`config.mk`:
```
export PLATFORM = sky130hd
export DESIGN_NAME = rectangle_zone_hit_table
export DESIGN_NICKNAME = d
export VERILOG_FILES = /design/src/hw/rtl/rzh_pkg.sv /design/src/hw/rtl/rzh_zone_mem.sv /design/src/hw/rtl/rzh_seq.sv /design/src/hw/rtl/rectangle_zone_hit_table.sv
export SDC_FILE = /design/constraint.sdc
export NUM_CORES = 2
export LEC_CHECK = 0
export BUFFER_PORTS_ARGS = -buffer_cell sky130_fd_sc_hd__buf_2
export CAP_MARGIN = 0
export CORE_MARGIN = 3
export CORE_UTILIZATION = 45
export CTS_BUF_LIST = sky130_fd_sc_hd__clkbuf_8
export CTS_CLUSTER_DIAMETER = 120
export DETAILED_ROUTE_END_ITERATION = 8
export SETUP_SLACK_MARGIN = 0.2
export SLEW_MARGIN = 20
export SYNTH_ARGS = -nofsm -noshare
export SYNTH_HDL_FRONTEND = slang
export SYNTH_HIERARCHICAL = 1
export SYNTH_SLANG_ARGS = --single-unit
```
`constraint.sdc`:
```
create_clock -name clk -period 9.95 [get_ports clk]
set_clock_uncertainty 0.2 [all_clocks]
set_input_delay 1.99 -clock clk [delete_from_list [all_inputs] [get_ports clk]]
set_output_delay 1.99 -clock clk [all_outputs]
set_load 0.02 [all_outputs]
```
`src/hw/rtl/rzh_pkg.sv`:
```
// Shared types, codes and helpers for the rectangle zone hit table.
package rzh_pkg;

	// Default number of zone slots per screen
	localparam int ZONE_SLOTS_DEF = 32;

	// Field widths fixed by the interface
	localparam int COORD_W   = 16;
	localparam int ZONE_W    = 5;
	localparam int CFG_IDX_W = 2;
	localparam int CFG_DAT_W = 16;
	localparam int BOX_W     = 4 * COORD_W;

	// Reset values of the configuration registers
	localparam logic [COORD_W-1:0] PANEL_Y_OFFSET_RST    = COORD_W'(150);
	localparam logic [ZONE_W-1:0]  OBJECT_ZONE_COUNT_RST = '0;

	// Configuration register indexes
	localparam logic [CFG_IDX_W-1:0] REG_PANEL_Y_OFFSET    = CFG_IDX_W'(0);
	localparam logic [CFG_IDX_W-1:0] REG_OBJECT_ZONE_COUNT = CFG_IDX_W'(1);

	// Transaction action codes
	typedef enum logic [1:0] {
		ACT_SET   = 2'd0,
		ACT_CLEAR = 2'd1,
		ACT_FIND  = 2'd2
	} action_t;

	// Sequencer states
	typedef enum logic [1:0] {
		ST_IDLE,
		ST_SCAN,
		ST_HOLD
	} seq_state_t;

	// Write-side control from sequencer to zone memory
	typedef struct packed {
		logic set;
		logic clear;
		logic screen;
	} mem_ctl_t;

	// Box is packed {left, top, right, bottom}
	function automatic logic box_holds(input logic [BOX_W-1:0] box,
			input logic [COORD_W-1:0] x, input logic [COORD_W-1:0] y);
		logic [COORD_W-1:0] l;
		logic [COORD_W-1:0] t;
		logic [COORD_W-1:0] r;
		logic [COORD_W-1:0] b;
		l = box[4*COORD_W-1:3*COORD_W];
		t = box[3*COORD_W-1:2*COORD_W];
		r = box[2*COORD_W-1:COORD_W];
		b = box[COORD_W-1:0];
		return (l <= x) && (x <= r) && (t <= y) && (y <= b);
	endfunction

endpackage

```
`src/hw/rtl/rzh_zone_mem.sv`:
```
// Zone box memory for both screens plus per-slot valid flags.
module rzh_zone_mem import rzh_pkg::*; #(
	parameter int ZONE_SLOTS = ZONE_SLOTS_DEF
) (
	input  logic                          clk,
	input  logic                          arst_n,
	input  mem_ctl_t                      ctl,
	input  logic [$clog2(ZONE_SLOTS)-1:0] wr_slot,
	input  logic [BOX_W-1:0]              wr_box,
	input  logic                          rd_en,
	input  logic                          rd_screen,
	input  logic [$clog2(ZONE_SLOTS)-1:0] rd_slot,
	output logic [BOX_W-1:0]              rd_box,
	output logic                          rd_valid
);

	localparam int SLOT_W = $clog2(ZONE_SLOTS);
	localparam int ADDR_W = SLOT_W + 1;
	localparam int DEPTH  = 2 ** ADDR_W;
	localparam int PER_SCR = 2 ** SLOT_W;

	logic [BOX_W-1:0] box_mem [DEPTH];
	logic [DEPTH-1:0] valid_q;
	logic [BOX_W-1:0] rd_box_q;
	logic             rd_valid_q;

	logic [ADDR_W-1:0] wr_addr;
	logic [ADDR_W-1:0] rd_addr;

	assign wr_addr = {ctl.screen, wr_slot};
	assign rd_addr = {rd_screen, rd_slot};

	// Box storage: written on set, read through a registered output.
	// Writes happen only while idle and reads only during a scan, so
	// the two never touch the same entry in one cycle.
	always_ff @(posedge clk) begin
		if (ctl.set) begin
			box_mem[wr_addr] <= wr_box;
		end
		if (rd_en) begin
			rd_box_q <= box_mem[rd_addr];
		end
	end

	// Valid flags: set marks one slot, clear drops slots 1 and up of a screen
	always_ff @(posedge clk or negedge arst_n) begin
		if (!arst_n) begin
			valid_q    <= '0;
			rd_valid_q <= 1'b0;
		end else begin
			if (ctl.set) begin
				valid_q[wr_addr] <= 1'b1;
			end
			if (ctl.clear) begin
				for (int i = 1; i < PER_SCR; i++) begin
					valid_q[{ctl.screen, SLOT_W'(i)}] <= 1'b0;
				end
			end
			if (rd_en) begin
				rd_valid_q <= valid_q[rd_addr];
			end
		end
	end

	assign rd_box   = rd_box_q;
	assign rd_valid = rd_valid_q;

endmodule

```
`src/hw/rtl/rzh_seq.sv`:
```
// Transaction sequencer: decodes actions, walks zone slots for finds.
module rzh_seq import rzh_pkg::*; #(
	parameter int ZONE_SLOTS = ZONE_SLOTS_DEF
) (
	input  logic                          clk,
	input  logic                          arst_n,
	// input channel (control and find fields)
	input  logic                          in_valid,
	output logic                          in_ready,
	input  logic [1:0]                    action,
	input  logic                          screen_sel,
	input  logic [ZONE_W-1:0]             zone_index,
	input  logic [COORD_W-1:0]            point_x,
	input  logic [COORD_W-1:0]            point_y,
	// configuration
	input  logic [COORD_W-1:0]            panel_y_offset,
	input  logic [ZONE_W-1:0]             object_zone_count,
	// zone memory
	output mem_ctl_t                      mem_ctl,
	output logic [$clog2(ZONE_SLOTS)-1:0] wr_slot,
	output logic                          rd_en,
	output logic                          rd_screen,
	output logic [$clog2(ZONE_SLOTS)-1:0] rd_slot,
	input  logic [BOX_W-1:0]              rd_box,
	input  logic                          rd_valid,
	// result channel
	output logic                          out_valid,
	input  logic                          out_ready,
	output logic [ZONE_W-1:0]             hit_zone,
	output logic [ZONE_W-1:0]             hit_area
);

	localparam int SLOT_W = $clog2(ZONE_SLOTS);
	localparam int CNT_W  = SLOT_W + 1;
	localparam int HIT_W  = (SLOT_W > ZONE_W) ? SLOT_W : ZONE_W;
	localparam logic [SLOT_W-1:0] LAST_SLOT = SLOT_W'(ZONE_SLOTS - 1);

	seq_state_t state_q, state_d;

	logic [COORD_W-1:0] x_q;
	logic [COORD_W-1:0] y_q;
	logic               scr_q;
	logic [CNT_W-1:0]   cnt_q;
	logic               pend_s1;
	logic [SLOT_W-1:0]  slot_s1;
	logic [SLOT_W-1:0]  hit_q;
	logic               out_valid_q;
	logic [ZONE_W-1:0]  hit_zone_q;
	logic [ZONE_W-1:0]  hit_area_q;

	action_t           act;
	logic              accept;
	logic              find_go;
	logic              match;
	logic              scan_done;
	logic              out_load;
	logic [HIT_W-1:0]  hit_ext;
	logic [HIT_W-1:0]  ozc_ext;
	logic [ZONE_W-1:0] area_d;

	assign act     = action_t'(action);
	assign accept  = in_valid && in_ready;
	assign find_go = accept && (act == ACT_FIND);

	// Slot comparison in the cycle after each read
	assign match     = pend_s1 && rd_valid && box_holds(rd_box, x_q, y_q);
	assign scan_done = pend_s1 && (match || (slot_s1 == LAST_SLOT));
	assign out_load  = (state_q == ST_HOLD) && (!out_valid_q || out_ready);

	// Next state
	always_comb begin
		state_d = state_q;
		unique case (state_q)
			ST_IDLE: begin
				if (find_go) begin
					state_d = ST_SCAN;
				end
			end
			ST_SCAN: begin
				if (scan_done) begin
					state_d = ST_HOLD;
				end
			end
			ST_HOLD: begin
				if (out_load) begin
					state_d = ST_IDLE;
				end
			end
			default: state_d = ST_IDLE;
		endcase
	end

	// State outputs
	always_comb begin
		in_ready = 1'b0;
		rd_en    = 1'b0;
		unique case (state_q)
			ST_IDLE: in_ready = 1'b1;
			ST_SCAN: rd_en    = (cnt_q < CNT_W'(ZONE_SLOTS));
			ST_HOLD: ;
			default: ;
		endcase
	end

	// Memory write control, only from accepted set and clear transactions
	assign mem_ctl.set   = accept && (act == ACT_SET) && (32'(zone_index) < ZONE_SLOTS);
	assign mem_ctl.clear = accept && (act == ACT_CLEAR);
	assign mem_ctl.screen = screen_sel;
	assign wr_slot   = SLOT_W'(zone_index);
	assign rd_screen = scr_q;
	assign rd_slot   = cnt_q[SLOT_W-1:0];

	// Area number from the hit slot
	assign hit_ext = HIT_W'(hit_q);
	assign ozc_ext = HIT_W'(object_zone_count);
	assign area_d  = (hit_ext > ozc_ext) ? ZONE_W'(hit_ext - ozc_ext) : '0;

	// Control registers
	always_ff @(posedge clk or negedge arst_n) begin
		if (!arst_n) begin
			state_q     <= ST_IDLE;
			cnt_q       <= '0;
			pend_s1     <= 1'b0;
			out_valid_q <= 1'b0;
		end else begin
			state_q <= state_d;
			if (find_go) begin
				cnt_q   <= CNT_W'(1);
				pend_s1 <= 1'b0;
			end else begin
				if (rd_en) begin
					cnt_q <= cnt_q + CNT_W'(1);
				end
				pend_s1 <= rd_en && !scan_done;
			end
			if (out_load) begin
				out_valid_q <= 1'b1;
			end else if (out_ready) begin
				out_valid_q <= 1'b0;
			end
		end
	end

	// Find operands, scan pipeline and result payload
	always_ff @(posedge clk) begin
		if (find_go) begin
			x_q   <= point_x;
			y_q   <= screen_sel ? (point_y - panel_y_offset) : point_y;
			scr_q <= screen_sel;
		end
		slot_s1 <= cnt_q[SLOT_W-1:0];
		if ((state_q == ST_SCAN) && scan_done) begin
			hit_q <= match ? slot_s1 : '0;
		end
		if (out_load) begin
			hit_zone_q <= ZONE_W'(hit_ext);
			hit_area_q <= area_d;
		end
	end

	assign out_valid = out_valid_q;
	assign hit_zone  = hit_zone_q;
	assign hit_area  = hit_area_q;

endmodule

```
`src/hw/rtl/rectangle_zone_hit_table.sv`:
```
// Top level of the rectangle zone hit table: configuration and wiring.
//
// Input channel (in_valid/in_ready) carries one transaction per item:
// set writes one zone box and marks it valid, clear drops zones 1 and up
// of one screen, find looks up a point. Only finds produce a result on
// the output channel (out_valid/out_ready): hit_zone and hit_area.
// A find walks the slots of its screen from slot 1 up, one per cycle,
// through the box memory's single read port, stopping at the first hit.
// One item is handled at a time; in_ready is low during a find. The
// result sits in an output register, so the next item is accepted while
// it waits; a find that finishes while the previous result is still
// stalled holds until the output register frees up.
// Configuration (cfg_we/cfg_index/cfg_data) is to be written by the user
// only while idle; the block itself does not enforce it.
// Reset clears all valid flags at once and loads the register defaults;
// the box memory needs no clearing since unwritten slots are never valid.
module rectangle_zone_hit_table import rzh_pkg::*; #(
	parameter int ZONE_SLOTS = ZONE_SLOTS_DEF
) (
	input  logic                 clk,
	input  logic                 arst_n,
	input  logic                 in_valid,
	output logic                 in_ready,
	input  logic [1:0]           action,
	input  logic                 screen_sel,
	input  logic [ZONE_W-1:0]    zone_index,
	input  logic [COORD_W-1:0]   box_left,
	input  logic [COORD_W-1:0]   box_top,
	input  logic [COORD_W-1:0]   box_right,
	input  logic [COORD_W-1:0]   box_bottom,
	input  logic [COORD_W-1:0]   point_x,
	input  logic [COORD_W-1:0]   point_y,
	output logic                 out_valid,
	input  logic                 out_ready,
	output logic [ZONE_W-1:0]    hit_zone,
	output logic [ZONE_W-1:0]    hit_area,
	input  logic                 cfg_we,
	input  logic [CFG_IDX_W-1:0] cfg_index,
	input  logic [CFG_DAT_W-1:0] cfg_data
);

	localparam int SLOT_W = $clog2(ZONE_SLOTS);

	logic [COORD_W-1:0] panel_y_offset_q;
	logic [ZONE_W-1:0]  object_zone_count_q;

	mem_ctl_t          mem_ctl;
	logic [SLOT_W-1:0] wr_slot;
	logic              rd_en;
	logic              rd_screen;
	logic [SLOT_W-1:0] rd_slot;
	logic [BOX_W-1:0]  rd_box;
	logic              rd_valid;
	logic [BOX_W-1:0]  wr_box;

	// Configuration registers; unknown indexes are ignored
	always_ff @(posedge clk or negedge arst_n) begin
		if (!arst_n) begin
			panel_y_offset_q    <= PANEL_Y_OFFSET_RST;
			object_zone_count_q <= OBJECT_ZONE_COUNT_RST;
		end else if (cfg_we) begin
			unique case (cfg_index)
				REG_PANEL_Y_OFFSET:    panel_y_offset_q    <= cfg_data;
				REG_OBJECT_ZONE_COUNT: object_zone_count_q <= cfg_data[ZONE_W-1:0];
				default: ;
			endcase
		end
	end

	assign wr_box = {box_left, box_top, box_right, box_bottom};

	rzh_seq #(
		.ZONE_SLOTS(ZONE_SLOTS)
	) u_seq (
		.clk              (clk),
		.arst_n           (arst_n),
		.in_valid         (in_valid),
		.in_ready         (in_ready),
		.action           (action),
		.screen_sel       (screen_sel),
		.zone_index       (zone_index),
		.point_x          (point_x),
		.point_y          (point_y),
		.panel_y_offset   (panel_y_offset_q),
		.object_zone_count(object_zone_count_q),
		.mem_ctl          (mem_ctl),
		.wr_slot          (wr_slot),
		.rd_en            (rd_en),
		.rd_screen        (rd_screen),
		.rd_slot          (rd_slot),
		.rd_box           (rd_box),
		.rd_valid         (rd_valid),
		.out_valid        (out_valid),
		.out_ready        (out_ready),
		.hit_zone         (hit_zone),
		.hit_area         (hit_area)
	);

	rzh_zone_mem #(
		.ZONE_SLOTS(ZONE_SLOTS)
	) u_zone_mem (
		.clk      (clk),
		.arst_n   (arst_n),
		.ctl      (mem_ctl),
		.wr_slot  (wr_slot),
		.wr_box   (wr_box),
		.rd_en    (rd_en),
		.rd_screen(rd_screen),
		.rd_slot  (rd_slot),
		.rd_box   (rd_box),
		.rd_valid (rd_valid)
	);

endmodule

```
==> reports/metrics.yaml <==
cts:
  clock_latency_ns: 1.19
  clock-sinks: 4309
  clkTransAtPathRegs_ns: 0.06
  cts_max_path_buffers: 4
  cts_buffers: 689
  cts_resized: 0
  h-tree-depth: 6
  post_cts_buffers: 0
  cts_tree: "yes"
  ctsRootBufferMaster: "clkbuf_8"
  cts_hold_buffers: 0
synthesis:
  syn_area_um2: 165000
  synth_top_area_share: 0.765
  synthTopCellsByArea: "edfxtp_1 (76%), mux4_2 (18%), dfrtp_1 (1.4%)"
  avgSynthCellArea_um2: 24.3
  synth_mux_area_frac: 0.179
  synthFlopType: "edfxtp_1"
  synth-simple-area-share: 0.00846
  synthXorXnorAreaFrac: 0.00101
  yosysWarnings: 6
  mappedNetlistNets: 7009
  ys_ff_latch: 4309
  synth_top_cell_by_area: "edfxtp_1"
  ys_async_sr_fraction: 0.0223
  synth_top_family_by_area: "multiplexers"
  synthAdderAreaFrac: 0.00668
  yosysUniqueCellTypes: 67
  synthCells: 6795
  synth-compound-area-share: 0.0134
  synth_edf_count: 4208
  ys_seq_area_frac: 0.780
global_route:
  grt_antenna_before_repair: 54
  grt_pass1_wl_um: 632000
  grtUsageTotal: 0.242
  grt_pass1_vias: 80013
  grt_overflow_total: 0
  grt_max_degree: 110
sta:
  fin_crit_sh: 0.524
  holdWs_ns: 0.265
  max_freq_ghz: 0.192
  tns_ns: 0
  finalMaxSlewViolations: 0
  setup_viol: 0
  min_period_ns: 5.21
  tightest_slew_ns: 1.23
  finalHoldViolCount: 0
  slew_headroom: 0.181
  rsz0062_at_grt: "no"
worst_setup_path:
  path_cells: "buf_4, buf_4, mux4_2, mux4_2, a22oi_1, nand2_1"
  cpMaxStageDelayCell: "dfrtp_4"
  critPathTopFamily: "buffers and inverters"
  path_max_fanout: 43
  critPathLaunchType: "flip-flop"
  slowest_delay_ns: 1.05
  cp_num_buf_inv: 2
  cp.arrival_ns: 5.91
  path_class: "flip-flop to flip-flop"
  worst_setup_path_end_kind: "flip-flop"
  critical_path_required_ns: 10.65
power_and_ir_drop:
  power_uw: 34200
  peakVddDrop_mv: 0.124
  leakage_uw: 0.0612
  p_per_area_nw_per_um2: 184
final_layout:
  stdcell_count: 12935
  multiInputGateArea_um2: 35000
  drive_gt1_frac: 0.325
  final-seq-area_um2: 129000
  fillers: 28324
  area_delta_synth_final_pct: 12.3
  fin_area_um2: 186000
  fin_nets: 7738
detailed_routing:
  antenna_left: 0
  routed_wl_um: 452000
  vias: 78723
  drt_iter0_drc: 10882
  viasPerCell: 6.09
  drtPass1Iterations: 5
  wl_per_cell_um: 35.0
  drcViolationCount: 0
placed_design:
  numPortBuffers: 138
  post-place-cells: 11626
  gp_congestion: 0.858
  dpl.hpwl_um: 254000
  dpl-instance-area_um2: 173000
outcome:
  status: "finished clean"
job:
  cap_violations: 0
floorplan:
  rows: 221
  core_um2: 364000
  ioPinCount: 139
  fp.dieW_um: 612
  dieArea_um2: 374000
  start_util: 0.454
  die_y_um: 612
hold_path:
  holdCritPathClass: "flip-flop to flip-flop"
[layer usage]
layer,share of wire,global-route usage
met1,0.39,0.336
met2,0.49,0.388
met3,0.080,0.0405
met4,0.034,0.0880
met5,0.00016,0
[area by class of cell]
class,instances,share of cell area
clock buffers,705,0.0523
multi-input cells,2043,0.189
well taps,4794,0.0323
clock inverters,519,0.0137
flip-flops and latches,4309,0.695
diodes,84,0.00113
repair buffers,387,0.0153
inverters,94,0.00190
[flip-flops by register name (all words and copies together), names as in the netlist, 6 cells and up]
name and cells:
panel_y_offset_q 16, u_seq/cnt_q 6, u_zone_mem/rd_box 64, u_zone_mem/box_mem 4096, u_seq/y_q 16, u_zone_mem/valid_q 64
u_seq/x_q 16
[synth_stat cells, types with 29 or more instances]
master and instances:
clkbuf_1 186, dfrtp_1 92, ha_1 85, mux4_2 1289, nor2_1 91, o21a_1 69, buf_2 100, mux2_2 29
edfxtp_1 4208, inv_1 94, a22oi_1 132, nand2_1 91, buf_1 37, a21oi_1 30
[through the flow]
stage / setup slack [ns] / util
after floorplan: 3.54 / -
after global placement: 3.86 / 0.475
after detailed placement: 3.97 / 0.475
after CTS: 4.54 / 0.509
after global routing: 4.44 / 0.510
final: 4.74 / 0.510
[cells in the final DEF, fill, tap and decap left out, drive strengths merged, types with 29 or more instances in the layout]
master / synthesis / routed
ha: 85 / 85
a22oi: 132 / 132
a21oi: 31 / 31
clkinv: 0 / 207
nand2: 91 / 91
edfxtp: 4208 / 4208
buf: 163 / 387
nor2: 91 / 91
clkbuf: 186 / 705
mux4: 1289 / 1289
diode: 0 / 84
dfrtp: 92 / 92
mux2: 29 / 29
o21a: 70 / 70
inv: 94 / 390
[path summary, 6_finish.rpt]
kind | start | end | slack [ns] | cells after the start
max reg2reg | u_seq/cnt_q[0] | u_zone_mem/rd_box[51] | 4.74 | 6
max in group asynchronous | arst_n | u_seq/cnt_q[4] | 7.57 | 2
min | u_zone_mem/valid_q[0] | u_zone_mem/valid_q[0] | 0.26 | 1
min in group asynchronous | arst_n | u_zone_mem/valid_q[34] | 0.57 | 1
min reg2reg | u_zone_mem/valid_q[0] | u_zone_mem/valid_q[0] | 0.26 | 1
max | u_seq/cnt_q[0] | u_zone_mem/rd_box[51] | 4.74 | 6
[power breakdown]
group	switching [µW]	internal, µW
logic	412	119
registers	9.72	19900
clock network	6940	6770
[cells by family after synthesis]
| logic type | Yosys count |
|---|---|
| AOI/OAI and AO/OA | 306 |
| xor gates and xnor gates | 19 |
| adders and majority gates | 87 |
| buffers and inverters | 443 |
| DFF | 4309 |
| muxes | 1340 |
| and+or+nand+nor | 291 |
No activity file was read; power rests on OpenSTA's default activity.
